[src/rtl/dxtd_pkg.sv]
`timescale 1ns / 1ps
`default_nettype none
// ----------------------------------------------------------------------------
// dxtd_pkg
// Shared types and codes of the texture block decoder: payload structs,
// format, endian and register codes, and the decoded block descriptor.
// ----------------------------------------------------------------------------
package dxtd_pkg;

    localparam int BLOCK_W   = 64;
    localparam int TEXEL_W   = 32;
    localparam int CFG_IDX_W = 2;
    localparam int CFG_DAT_W = 2;

    // format_mode codes
    localparam logic [1:0] FMT_DXT1 = 2'd0;
    localparam logic [1:0] FMT_DXT3 = 2'd1;
    localparam logic [1:0] FMT_DXT5 = 2'd2;
    localparam logic [1:0] FMT_ARGB = 2'd3;

    // endian_mode codes
    localparam logic [1:0] EM_NONE   = 2'd0;
    localparam logic [1:0] EM_8IN16  = 2'd1;
    localparam logic [1:0] EM_8IN32  = 2'd2;
    localparam logic [1:0] EM_16IN32 = 2'd3;

    // register indexes
    localparam logic [CFG_IDX_W-1:0] REG_FORMAT = 2'd0;
    localparam logic [CFG_IDX_W-1:0] REG_ENDIAN = 2'd1;

    // alpha source of a decoded block
    localparam logic [1:0] AK_PAL = 2'd0;
    localparam logic [1:0] AK_NIB = 2'd1;
    localparam logic [1:0] AK_TAB = 2'd2;

    typedef struct packed {
        logic [BLOCK_W-1:0] block_lo;
        logic [BLOCK_W-1:0] block_hi;
    } t_in_item;

    typedef struct packed {
        logic [TEXEL_W-1:0] texel0;
        logic [TEXEL_W-1:0] texel1;
        logic [TEXEL_W-1:0] texel2;
        logic [TEXEL_W-1:0] texel3;
        logic [1:0]         row_index;
        logic               last;
    } t_out_item;

    // decoded block, handed from the front end to the row emitter
    typedef struct packed {
        logic               is_argb;
        logic [1:0]         akind;
        logic [3:0][23:0]   pal_rgb;   // {b, g, r}
        logic [3:0][7:0]    pal_a;
        logic [31:0]        cidx;
        logic [7:0][7:0]    atab;
        logic [63:0]        abits;     // nibbles, 3-bit codes or the 8888 texel
    } t_entry;

endpackage
`default_nettype wire

[src/rtl/dxtd_front.sv]
`timescale 1ns / 1ps
`default_nettype none
// ----------------------------------------------------------------------------
// dxtd_front
// Front end: config registers, input transfer, endian swap, endpoint
// expansion, palette and alpha table build in two register stages.
// ----------------------------------------------------------------------------
module dxtd_front (
    input  wire logic                            i_clk,
    input  wire logic                            i_rst_n,
    input  wire logic                            i_cfg_we,
    input  wire logic [dxtd_pkg::CFG_IDX_W-1:0]  i_cfg_index,
    input  wire logic [dxtd_pkg::CFG_DAT_W-1:0]  i_cfg_wdata,
    input  wire logic                            i_valid,
    output logic                                 o_ready,
    input  wire dxtd_pkg::t_in_item              i_in,
    output logic                                 o_push,
    output dxtd_pkg::t_entry                     o_entry,
    input  wire logic                            i_q_full
);
    import dxtd_pkg::*;

    function automatic logic [31:0] swap32(input logic [31:0] w, input logic [1:0] m);
        logic [31:0] r;
        unique case (m)
            EM_NONE:   r = w;
            EM_8IN16:  r = {w[23:16], w[31:24], w[7:0], w[15:8]};
            EM_8IN32:  r = {w[7:0], w[15:8], w[23:16], w[31:24]};
            EM_16IN32: r = {w[15:8], w[7:0], w[31:24], w[23:16]};
            default:   r = w;
        endcase
        return r;
    endfunction

    // v*255/31 = 8v + floor(7v/31)
    function automatic logic [7:0] exp5(input logic [4:0] v);
        logic [15:0] p;
        p = 16'(v) * 16'd1855;
        return {v, 3'b000} + {5'b0, p[15:13]};
    endfunction

    // v*255/63 = 4v + floor(v/21)
    function automatic logic [7:0] exp6(input logic [5:0] v);
        logic [1:0] q;
        if (v == 6'd63) begin
            q = 2'd3;
        end else if (v >= 6'd42) begin
            q = 2'd2;
        end else if (v >= 6'd21) begin
            q = 2'd1;
        end else begin
            q = 2'd0;
        end
        return {v, 2'b00} + {6'b0, q};
    endfunction

    function automatic logic [7:0] div3(input logic [9:0] x);
        logic [18:0] p;
        p = 19'(x) * 19'd683;
        return p[18:11];
    endfunction

    function automatic logic [7:0] div5(input logic [10:0] x);
        logic [20:0] p;
        p = 21'(x) * 21'd1639;
        return p[20:13];
    endfunction

    function automatic logic [7:0] div7(input logic [10:0] x);
        logic [21:0] p;
        p = 22'(x) * 22'd2341;
        return p[21:14];
    endfunction

    logic [1:0]  r_fmt;
    logic [1:0]  r_endian;

    logic        r_s1_v, n_s1_v;
    logic [63:0] r_s1_lo;
    logic [63:0] r_s1_hi;
    logic [1:0]  r_s1_fmt;

    logic        r_s2_v, n_s2_v;
    logic [1:0]  r_s2_fmt;
    logic        r_s2_four;
    logic [23:0] r_s2_e0;
    logic [23:0] r_s2_e1;
    logic [31:0] r_s2_cidx;
    logic [63:0] r_s2_lo;

    logic        accept;
    logic        s2_free;
    logic        s1_adv;

    logic [63:0] cw;
    logic [15:0] c0;
    logic [15:0] c1;
    logic [23:0] e0;
    logic [23:0] e1;
    logic        four;

    logic [3:0][23:0] pal_rgb;
    logic [7:0][7:0]  atab;
    logic [31:0]      argb_texel;

    // handshake and stage control
    assign o_push  = r_s2_v && !i_q_full;
    assign s2_free = !r_s2_v || o_push;
    assign s1_adv  = r_s1_v && s2_free;
    assign o_ready = !r_s1_v || s2_free;
    assign accept  = i_valid && o_ready;

    always_comb begin
        n_s1_v = r_s1_v;
        n_s2_v = r_s2_v;
        if (accept) begin
            n_s1_v = 1'b1;
        end else if (s1_adv) begin
            n_s1_v = 1'b0;
        end
        if (s1_adv) begin
            n_s2_v = 1'b1;
        end else if (o_push) begin
            n_s2_v = 1'b0;
        end
    end

    always_ff @(posedge i_clk) begin
        if (!i_rst_n) begin
            r_fmt    <= FMT_DXT1;
            r_endian <= EM_NONE;
            r_s1_v   <= 1'b0;
            r_s2_v   <= 1'b0;
        end else begin
            r_s1_v <= n_s1_v;
            r_s2_v <= n_s2_v;
            if (i_cfg_we) begin
                unique case (i_cfg_index)
                    REG_FORMAT: r_fmt    <= i_cfg_wdata;
                    REG_ENDIAN: r_endian <= i_cfg_wdata;
                    default: ;
                endcase
            end
        end
    end

    // stage 1: swapped block
    always_ff @(posedge i_clk) begin
        if (accept) begin
            r_s1_lo  <= {swap32(i_in.block_lo[63:32], r_endian),
                         swap32(i_in.block_lo[31:0], r_endian)};
            r_s1_hi  <= {swap32(i_in.block_hi[63:32], r_endian),
                         swap32(i_in.block_hi[31:0], r_endian)};
            r_s1_fmt <= r_fmt;
        end
    end

    // endpoint expansion
    always_comb begin
        cw   = (r_s1_fmt == FMT_DXT1) ? r_s1_lo : r_s1_hi;
        c0   = cw[15:0];
        c1   = cw[31:16];
        e0   = {exp5(c0[4:0]), exp6(c0[10:5]), exp5(c0[15:11])};
        e1   = {exp5(c1[4:0]), exp6(c1[10:5]), exp5(c1[15:11])};
        four = (c0 > c1) || (r_s1_fmt != FMT_DXT1);
    end

    // stage 2: endpoints and index bits
    always_ff @(posedge i_clk) begin
        if (s1_adv) begin
            r_s2_fmt  <= r_s1_fmt;
            r_s2_four <= four;
            r_s2_e0   <= e0;
            r_s2_e1   <= e1;
            r_s2_cidx <= cw[63:32];
            r_s2_lo   <= r_s1_lo;
        end
    end

    // color palette
    always_comb begin
        logic [7:0] a;
        logic [7:0] b;
        pal_rgb[0] = r_s2_e0;
        pal_rgb[1] = r_s2_e1;
        pal_rgb[2] = '0;
        pal_rgb[3] = '0;
        for (int k = 0; k < 3; k++) begin
            a = r_s2_e0[8*k +: 8];
            b = r_s2_e1[8*k +: 8];
            if (r_s2_four) begin
                pal_rgb[2][8*k +: 8] = div3({1'b0, a, 1'b0} + {2'b0, b});
                pal_rgb[3][8*k +: 8] = div3({2'b0, a} + {1'b0, b, 1'b0});
            end else begin
                pal_rgb[2][8*k +: 8] = 8'(({1'b0, a} + {1'b0, b}) >> 1);
                pal_rgb[3][8*k +: 8] = 8'd0;
            end
        end
    end

    // interpolated alpha table
    always_comb begin
        logic [7:0] a0;
        logic [7:0] a1;
        a0      = r_s2_lo[7:0];
        a1      = r_s2_lo[15:8];
        atab[0] = a0;
        atab[1] = a1;
        for (int i = 2; i < 8; i++) begin
            if (a0 > a1) begin
                atab[i] = div7(11'(8 - i) * 11'(a0) + 11'(i - 1) * 11'(a1));
            end else if (i < 6) begin
                atab[i] = div5(11'(6 - i) * 11'(a0) + 11'(i - 1) * 11'(a1));
            end else if (i == 6) begin
                atab[i] = 8'd0;
            end else begin
                atab[i] = 8'd255;
            end
        end
    end

    assign argb_texel = {r_s2_lo[31:24], r_s2_lo[7:0], r_s2_lo[15:8], r_s2_lo[23:16]};

    always_comb begin
        o_entry          = '0;
        o_entry.is_argb  = (r_s2_fmt == FMT_ARGB);
        o_entry.pal_rgb  = pal_rgb;
        o_entry.pal_a[0] = 8'd255;
        o_entry.pal_a[1] = 8'd255;
        o_entry.pal_a[2] = 8'd255;
        o_entry.pal_a[3] = r_s2_four ? 8'd255 : 8'd0;
        o_entry.cidx     = r_s2_cidx;
        o_entry.atab     = atab;
        unique case (r_s2_fmt)
            FMT_DXT1: begin
                o_entry.akind = AK_PAL;
                o_entry.abits = r_s2_lo;
            end
            FMT_DXT3: begin
                o_entry.akind = AK_NIB;
                o_entry.abits = r_s2_lo;
            end
            FMT_DXT5: begin
                o_entry.akind = AK_TAB;
                o_entry.abits = {16'b0, r_s2_lo[63:16]};
            end
            FMT_ARGB: begin
                o_entry.akind = AK_PAL;
                o_entry.abits = {32'b0, argb_texel};
            end
            default: begin
                o_entry.akind = AK_PAL;
                o_entry.abits = r_s2_lo;
            end
        endcase
    end

endmodule
`default_nettype wire

[src/rtl/dxtd_queue.sv]
`timescale 1ns / 1ps
`default_nettype none
// ----------------------------------------------------------------------------
// dxtd_queue
// Small FIFO of decoded blocks between the front end and the row emitter.
// ----------------------------------------------------------------------------
module dxtd_queue #(
    parameter int DEPTH = 2
) (
    input  wire logic              i_clk,
    input  wire logic              i_rst_n,
    input  wire logic              i_push,
    input  wire dxtd_pkg::t_entry  i_entry,
    output logic                   o_full,
    input  wire logic              i_pop,
    output dxtd_pkg::t_entry       o_head,
    output logic                   o_empty
);
    import dxtd_pkg::*;

    localparam int PTR_W = (DEPTH > 1) ? $clog2(DEPTH) : 1;
    localparam int CNT_W = $clog2(DEPTH + 1);

    t_entry             r_mem [DEPTH];
    logic [PTR_W-1:0]   r_wr, n_wr;
    logic [PTR_W-1:0]   r_rd, n_rd;
    logic [CNT_W-1:0]   r_cnt, n_cnt;

    assign o_full  = (r_cnt == CNT_W'(DEPTH));
    assign o_empty = (r_cnt == '0);
    assign o_head  = r_mem[r_rd];

    always_comb begin
        n_wr  = r_wr;
        n_rd  = r_rd;
        n_cnt = r_cnt;
        if (i_push) begin
            n_wr = (r_wr == PTR_W'(DEPTH - 1)) ? '0 : r_wr + 1'b1;
        end
        if (i_pop) begin
            n_rd = (r_rd == PTR_W'(DEPTH - 1)) ? '0 : r_rd + 1'b1;
        end
        if (i_push && !i_pop) begin
            n_cnt = r_cnt + 1'b1;
        end else if (i_pop && !i_push) begin
            n_cnt = r_cnt - 1'b1;
        end
    end

    always_ff @(posedge i_clk) begin
        if (!i_rst_n) begin
            r_wr  <= '0;
            r_rd  <= '0;
            r_cnt <= '0;
        end else begin
            r_wr  <= n_wr;
            r_rd  <= n_rd;
            r_cnt <= n_cnt;
        end
    end

    always_ff @(posedge i_clk) begin
        if (i_push) begin
            r_mem[r_wr] <= i_entry;
        end
    end

endmodule
`default_nettype wire

[src/rtl/dxtd_back.sv]
`timescale 1ns / 1ps
`default_nettype none
// ----------------------------------------------------------------------------
// dxtd_back
// Row emitter: walks the head block one row per cycle unless stalled, looks
// up color and alpha for four texels (ARGB: one texel) and registers them.
// ----------------------------------------------------------------------------
module dxtd_back (
    input  wire logic              i_clk,
    input  wire logic              i_rst_n,
    input  wire logic              i_empty,
    input  wire dxtd_pkg::t_entry  i_head,
    output logic                   o_pop,
    output logic                   o_valid,
    input  wire logic              i_ready,
    output dxtd_pkg::t_out_item    o_out
);
    import dxtd_pkg::*;

    logic        r_ov, n_ov;
    logic [1:0]  r_row, n_row;
    t_out_item   r_out;
    logic        load;
    logic        row_last;
    logic [3:0][31:0] tx;

    assign load     = !i_empty && (!r_ov || i_ready);
    assign row_last = i_head.is_argb || (r_row == 2'd3);
    assign o_pop    = load && row_last;
    assign o_valid  = r_ov;
    assign o_out    = r_out;

    // texel lookup for the current row
    always_comb begin
        logic [3:0] t;
        logic [1:0] sel;
        logic [5:0] aidx;
        logic [3:0] nib;
        logic [7:0] alpha;
        for (int c = 0; c < 4; c++) begin
            t    = {r_row, 2'(c)};
            sel  = i_head.cidx[{t, 1'b0} +: 2];
            aidx = {2'b00, t} + {1'b0, t, 1'b0};
            nib  = i_head.abits[{t, 2'b00} +: 4];
            unique case (i_head.akind)
                AK_PAL:  alpha = i_head.pal_a[sel];
                AK_NIB:  alpha = {nib, nib};
                AK_TAB:  alpha = i_head.atab[i_head.abits[aidx +: 3]];
                default: alpha = i_head.pal_a[sel];
            endcase
            tx[c] = {alpha, i_head.pal_rgb[sel]};
        end
    end

    always_comb begin
        n_ov  = r_ov;
        n_row = r_row;
        if (load) begin
            n_ov  = 1'b1;
            n_row = row_last ? 2'd0 : r_row + 2'd1;
        end else if (i_ready) begin
            n_ov = 1'b0;
        end
    end

    always_ff @(posedge i_clk) begin
        if (!i_rst_n) begin
            r_ov  <= 1'b0;
            r_row <= 2'd0;
        end else begin
            r_ov  <= n_ov;
            r_row <= n_row;
        end
    end

    always_ff @(posedge i_clk) begin
        if (load) begin
            if (i_head.is_argb) begin
                r_out.texel0    <= i_head.abits[31:0];
                r_out.texel1    <= '0;
                r_out.texel2    <= '0;
                r_out.texel3    <= '0;
                r_out.row_index <= 2'd0;
                r_out.last      <= 1'b1;
            end else begin
                r_out.texel0    <= tx[0];
                r_out.texel1    <= tx[1];
                r_out.texel2    <= tx[2];
                r_out.texel3    <= tx[3];
                r_out.row_index <= r_row;
                r_out.last      <= row_last;
            end
        end
    end

endmodule
`default_nettype wire

[src/rtl/dxt_texture_block_decoder_top.sv]
`timescale 1ns / 1ps
`default_nettype none
// ----------------------------------------------------------------------------
// dxt_texture_block_decoder_top
// DXT1/DXT3/DXT5 and ARGB8888 texture block decoder.
//
// Input channel (i_valid/o_ready, i_in) takes one 16-byte block per transfer.
// Output channel (o_valid/i_ready, o_out) gives one row of four RGBA8 texels
// per transfer, rows 0 to 3, last set on row 3; in ARGB8888 mode one result
// per block with last set. Config writes (i_cfg_we, i_cfg_index, i_cfg_wdata)
// take effect at once and must be made by the user while the block is idle;
// the block does not enforce this. The first row passes the stage 1 and
// stage 2 registers, the queue and the output register. Throughput: one row
// per cycle from the emitter while i_ready is high, so a block per four rows
// (one per cycle in ARGB8888 mode); the emitter sets this figure. The front
// end keeps taking blocks while rows wait, until its two stages and the
// QUEUE_DEPTH-entry block queue are full. Reset clears the config registers
// to DXT1 / no swap and empties all stages. When the receiver stalls, the
// held row stays on o_out and the front end fills up before o_ready drops.
// ----------------------------------------------------------------------------
module dxt_texture_block_decoder_top #(
    parameter int QUEUE_DEPTH = 2
) (
    input  wire logic                            i_clk,
    input  wire logic                            i_rst_n,
    input  wire logic                            i_cfg_we,
    input  wire logic [dxtd_pkg::CFG_IDX_W-1:0]  i_cfg_index,
    input  wire logic [dxtd_pkg::CFG_DAT_W-1:0]  i_cfg_wdata,
    input  wire logic                            i_valid,
    output logic                                 o_ready,
    input  wire dxtd_pkg::t_in_item              i_in,
    output logic                                 o_valid,
    input  wire logic                            i_ready,
    output dxtd_pkg::t_out_item                  o_out
);
    import dxtd_pkg::*;

    logic    push;
    logic    q_full;
    logic    q_empty;
    logic    pop;
    t_entry  push_entry;
    t_entry  head;

    dxtd_front u_front (
        .i_clk       (i_clk),
        .i_rst_n     (i_rst_n),
        .i_cfg_we    (i_cfg_we),
        .i_cfg_index (i_cfg_index),
        .i_cfg_wdata (i_cfg_wdata),
        .i_valid     (i_valid),
        .o_ready     (o_ready),
        .i_in        (i_in),
        .o_push      (push),
        .o_entry     (push_entry),
        .i_q_full    (q_full)
    );

    dxtd_queue #(
        .DEPTH (QUEUE_DEPTH)
    ) u_queue (
        .i_clk   (i_clk),
        .i_rst_n (i_rst_n),
        .i_push  (push),
        .i_entry (push_entry),
        .o_full  (q_full),
        .i_pop   (pop),
        .o_head  (head),
        .o_empty (q_empty)
    );

    dxtd_back u_back (
        .i_clk   (i_clk),
        .i_rst_n (i_rst_n),
        .i_empty (q_empty),
        .i_head  (head),
        .o_pop   (pop),
        .o_valid (o_valid),
        .i_ready (i_ready),
        .o_out   (o_out)
    );

    // rows of one block follow each other without a gap
    a_row_step: assert property (@(posedge i_clk) disable iff (!i_rst_n)
        (o_valid && i_ready && !o_out.last) |=>
            (o_valid && o_out.row_index == $past(o_out.row_index) + 2'd1))
        else $error("row sequence broken");

    // a new block starts at row 0
    a_row_start: assert property (@(posedge i_clk) disable iff (!i_rst_n)
        (o_valid && $past(o_valid && i_ready && o_out.last)) |-> (o_out.row_index == 2'd0))
        else $error("block does not start at row 0");

    // only row 3 of a compressed block, or a single texel, ends a block
    a_last_row: assert property (@(posedge i_clk) disable iff (!i_rst_n)
        (o_valid && o_out.last) |-> (o_out.row_index == 2'd3 || o_out.row_index == 2'd0))
        else $error("last on a middle row");

    // the queue never takes a block while full
    a_no_overflow: assert property (@(posedge i_clk) disable iff (!i_rst_n)
        push |-> !q_full)
        else $error("block queue overflow");

endmodule
`default_nettype wire

[config.mk]
export PLATFORM = sky130hd
export DESIGN_NAME = dxt_texture_block_decoder_top
export DESIGN_NICKNAME = d
export VERILOG_FILES = /design/src/rtl/dxtd_pkg.sv /design/src/rtl/dxtd_front.sv /design/src/rtl/dxtd_queue.sv /design/src/rtl/dxtd_back.sv /design/src/rtl/dxt_texture_block_decoder_top.sv
export SDC_FILE = /design/constraint.sdc
export NUM_CORES = 2
export LEC_CHECK = 0
export BUFFER_PORTS_ARGS = -buffer_cell sky130_fd_sc_hd__buf_2
export CAP_MARGIN = 20
export CORE_ASPECT_RATIO = 0.75
export CORE_MARGIN = 2
export CORE_UTILIZATION = 61
export CTS_CLUSTER_DIAMETER = 50
export CTS_CLUSTER_SIZE = 25
export DETAILED_ROUTE_END_ITERATION = 10
export GPL_TIMING_DRIVEN = 0
export PLACE_DENSITY = 0.78
export SLEW_MARGIN = 20
export SYNTH_ARGS = -nofsm -noshare
export SYNTH_HDL_FRONTEND = slang
export SYNTH_HIERARCHICAL = 1
export SYNTH_SLANG_ARGS = --single-unit
[constraint.sdc]
create_clock -name i_clk -period 21.2 [get_ports i_clk]
set_input_delay 3.18 -clock i_clk [delete_from_list [all_inputs] [get_ports i_clk]]
set_output_delay 3.18 -clock i_clk [all_outputs]
set_load 0.01 [all_outputs]
Word level (Yosys, flattened, before mapping)
Memory sizes are Yosys's and may differ from the RTL's. A register that Yosys moved wholly into a read port is not among the register bits.
Cells that the tools add are included.
Widths: inputs -> output; s select.
{ "word_totals": {"reg_bits": 421, "mem_bits_rw": 534, "inputBits": 137, "out_inout_bits": 133, "wordCells": 227, "memories": 1} }
{ "memory_table": {"columns": ["name", "depth", "width", "read_ports", "rd_clocked_by_memory_dff", "wr", "line", "text"], "rows": [
  ["u_queue.r_mem", 2, 267, 1, 1, 1, "dxtd_queue.sv:24", "t_entry r_mem [DEPTH];"]
]} }
{ "classes": {"add_sub_neg": 34, "multipliers": 26, "order_cmp": 14, "n_eq_ne": 13, "shift": 12, "n_mux": 70, "reduce_logical": 33} }
{ "op_table": {"columns": ["cell", "n"], "rows": [
  ["$pmux 32 s4", 4],
  ["$shiftx 64x7->3", 4],
  ["$shiftx 64x7->4", 4],
  ["$bmux 24 s2", 4],
  ["$pmux 64 s3", 1],
  ["$mux 8", 21],
  ["$mul 11x12->22 const B", 6],
  ["$mux 131", 1],
  ["$shiftx 32x6->2", 4],
  ["$mul 10x10->19 const B", 6],
  ["$bmux 8 s3", 4],
  ["$mux 24", 4],
  ["$mul 11x11->21 const B", 4],
  ["$bmux 8 s2", 4],
  ["$mul 5x11->16 const B", 4],
  ["$mux 64", 1],
  ["$pmux 8 s2", 4],
  ["$mul 2x8->10 const A", 4],
  ["$add 8x3->8", 4],
  ["$add 8x9->10", 3],
  ["$add 9x8->10", 3],
  ["$add 8x8->9", 3],
  ["$add 4x5->6", 4],
  ["$add 10x10->11", 2],
  ["32 further kinds", 99]
]} }

Logic depth before layout (Yosys ltp)
{ "depth": {"ltp_word": 7, "depth_mapped": 31} }

Cells and area by module
The synthesis kept the hierarchy.
{ "by_module_without_submodules": {"columns": ["mod", "n_inst", "cells_per_inst", "area_per_inst_um2"], "rows": [
  ["dxtd_front", 1, 4613, 49906.6],
  ["dxtd_queue", 1, 927, 21403.0],
  ["dxtd_back", 1, 1068, 13122.6]
]} }

Least setup slack after synthesis
No wires, ideal clock.
{ "synth_path": {"path_kind": "reg2reg", "startpoint": "reg u_queue.r_cnt[0]", "endpoint": "reg u_queue.r_wr", "setup_time_ns": 0.118, "t_arrival_ns": 14.368, "required_time_ns": 21.082, "path_slack_ns": 6.714, "path_stages_with_launch": 5, "period_less_slack_ns": 14.486, "cell_sequence": "dfxtp_1 > nor2b_1 > nor2b_1 > nor2b_1 > o21a_1"} }
{ "synth_via": {"elab_chain_len": 3} }
{ "synth_rtl": {"columns": ["element", "line", "text"], "rows": [
  ["start, declared", "dxtd_queue.sv:27", "logic [CNT_W-1:0] r_cnt, n_cnt;"],
  ["start signal, assigned", "dxtd_queue.sv:58", "r_cnt <= n_cnt;"],
  ["$eq 2x2->1", "dxtd_queue.sv:29", "assign o_full = (r_cnt == CNT_W'(DEPTH));"],
  ["named net q_full", "dxt_texture_block_decoder_top.sv:39", "logic q_full;"],
  ["$logic_not 1->1", "dxtd_front.sv:107", "assign o_push = r_s2_v && !i_q_full;"],
  ["$logic_and 1x1->1", "dxtd_front.sv:107", null],
  ["named net push", "dxt_texture_block_decoder_top.sv:38", "logic push;"],
  ["end signal, assigned", "dxtd_queue.sv:56", "r_wr <= n_wr;"],
  ["end, declared", "dxtd_queue.sv:25", "logic [PTR_W-1:0] r_wr, n_wr;"]
]} }
The timed path passes the listed nets, and every way through them passes these cells.
A chain may end at the register's enable or synchronous reset.

==> results_dict.tcl <==
set metrics [dict create \
    nNetsFinal 8885 \
    fillers 9725 \
    finalWirelength_um 239000 \
    area_growth_pct 9.83 \
    rows 118 \
    rsz0062_at_grt "no" \
    synth-seq-cells 1004 \
    io_pins 270 \
    worst_pin_slew_ps 1250 \
    final_common_cell "ha_1" \
    holdWs_ps 427 \
    crit_fanout 13 \
    synthXorXnorAreaFrac_pct 2.91 \
    final.period_utilization_pct 45.3 \
    vias 56289 \
    h-tree-depth 3 \
    min_period_ps 9600 \
    drc 0 \
    syn_area_mm2 0.0844 \
    place_congestion 1.00 \
    io_buffers 269 \
    mostFrequentLayoutCells "ha_1, edfxtp_1, inv_1" \
    synth-compound-area-share_pct 7.22 \
    setup_viol 0 \
    antenna_found_initial 12 \
    yosys.cell_types.count 91 \
    grt_pass1_wl_um 353000 \
    synthFlopType "edfxtp_1" \
    die_h_um 326 \
    max_slew_margin_pct 16.9 \
    outcome "complete, no violations" \
    wl_per_cell_um 26.6 \
    hold_path_class "flip-flop to flip-flop" \
    cap_violations 0 \
    slowest_stage "edfxtp_1" \
    grt_max_degree 76 \
    initial_core_util_pct 61.3 \
    ant_nets 0 \
    die_area_mm2 0.141 \
    finalHoldViolations 0 \
    synth_edf_count 990 \
    die_x_um 434 \
    synth_warnings 6 \
    synth_top_family_by_area "adder cells" \
    cts_setup_buffers 0 \
    cts_tree "done" \
    path_class "flip-flop to flip-flop" \
    cts-root-buf "clkbuf_16" \
    crit_start "u_front/r_s2_lo[9]" \
    clockBufferDepth 3 \
    grt.total_usage_pct 33.7 \
    hpwl_um 194000 \
    gr-total-overflow 0 \
    path_clk_slew_ps 80 \
    cp-start-kind "flip-flop" \
    core-area_mm2 0.138 \
    post_cts_resized 0 \
    ys_seq_area_share_pct 35.5 \
    r2r_start "u_front/r_s2_lo[9]" \
    synthAdderAreaFrac_pct 29.1 \
    crit_path_max_incr_delay_ps 1080 \
    avgViaCountPerCell 6.27 \
    cts_buffers 94 \
    synth_area_per_cell_um2 12.8 \
    skew_ps 31.5 \
    syn_inst 6608 \
    clock_latency_ps 700 \
    arrival_ps 10000 \
    drive_gt1_share_pct 19.1 \
    drt_pass1_iterations 6 \
    hold_buffers 0 \
    instances_no_fill 8982 \
    worstPathRequired_ps 21600 \
    cts.sinks 1004 \
    synth-async-reset-ratio_pct 0 \
    placed_cells 8799 \
    slew_viol_final 0 \
    synthMuxAreaShare_pct 15.2 \
    worstHoldStart "u_front/r_fmt[0]" \
    clock.fmax_mhz 104 \
    grt_pass1_vias 55838 \
    drt-initial-drc-count 6229 \
    cp-end-kind "flip-flop" \
    synthSimpleGateAreaFrac_pct 4.40 \
]
worst paths after layout:
check | endpoint | slack [ps] | depth (start not counted)
worst max-delay path | u_queue/r_mem[0][102] | 11600 | 27
worst min-delay path | u_front/r_s1_fmt[0] | 430 | 0
worst max register to register | u_queue/r_mem[0][102] | 11600 | 27
worst min register to register | u_front/r_s1_fmt[0] | 430 | 0
cells by family (layout without fill, tap and decap cells):
logic type / after synthesis / in the layout
DFF: 1004 / 1004
other: 1 / 29
xor gates and xnor gates: 277 / 277
adders and majority gates: 1711 / 1711
and+or+nand+nor: 737 / 737
muxes: 879 / 879
buffers and inverters: 1093 / 1579
AOI/OAI and AO/OA: 906 / 906
layout make-up:
cell class | count | area (µm²) | area share, %
Inverter | 849 | 3190 | 3.44
Buffer | 244 | 1580 | 1.70
Multi-Input combinational cell | 4534 | 49800 | 53.7
Clock buffer | 99 | 2390 | 2.58
Antenna cell | 5 | 12.5 | 0.0135
Timing Repair Buffer | 310 | 2260 | 2.44
Tap cell | 1860 | 2330 | 2.51
Sequential cell | 1004 | 30000 | 32.4
Clock inverter | 77 | 1150 | 1.24
Yosys cell counts, types with 41 or more instances:
cell,number,area (µm²)
edfxtp_1,990,29700
o21ai_0,160,801
o21bai_1,54,405
nor2_1,166,623
inv_1,844,3170
mux2_2,392,4410
o21a_1,41,308
mux4_2,279,6280
xor2_1,72,631
xnor2_1,203,1780
fa_1,425,8510
mux2i_1,206,2060
buf_4,61,458
nand2_1,156,586
a21o_1,105,788
ha_1,1286,16100
clkbuf_1,78,293
nor2b_1,159,995
nand3_1,54,270
nor3_1,53,265
a211oi_1,48,360
a21oi_1,243,1220
through the flow:
stage / TNS (ps) / cell area [µm²] / setup WS (ps) / util (%)
3_3_place_gp: -192180 / 88200 / -762 / 64.0
3_5_place_dp: 0 / 89100 / 11740 / 64.7
2_1_floorplan: 0 / 84500 / 6710 / -
5_1_grt: 0 / 92700 / 11230 / 67.3
4_1_cts: 0 / 92700 / 11740 / 67.3
6_report: 0 / 92700 / 11600 / 67.3
state kept, by name, indices dropped and copies added (netlist names), 2 cells and up, named ones only:
name / cells
u_queue/r_mem: 582
u_back/o_out: 131
u_front/r_s1_hi: 64
u_front/r_s1_lo: 64
u_front/r_s2_lo: 64
u_front/r_s2_cidx: 32
u_front/r_s2_e0: 24
u_front/r_s2_e1: 24
u_back/r_row: 2
u_front/r_endian: 2
u_front/r_fmt: 2
u_front/r_s1_fmt: 2
u_front/r_s2_fmt: 2
u_queue/r_cnt: 2
worst max-delay path: cells and delay by family (launching register included):
kind / cells / cell delay, ps
AO/OA/AOI/OAI: 9 / 2070
XOR/XNOR: 2 / 790
adder cells (fa/ha/maj): 8 / 3750
buffers and inverters: 5 / 990
flip-flops: 1 / 1080
AND/OR/NAND/NOR: 3 / 600
per-layer routing:
metal	GRT usage, %	up-vias	wire length (µm)
li1	-	25070	-
met1	49.9	28193	103000
met2	50.2	2620	105000
met3	7.33	394	23600
met4	9.29	12	7520
met5	0	-	77
Power is left out: the tool's default activity adds up to more than one toggle a clock period on the data nets, which glitch-free logic cannot reach.
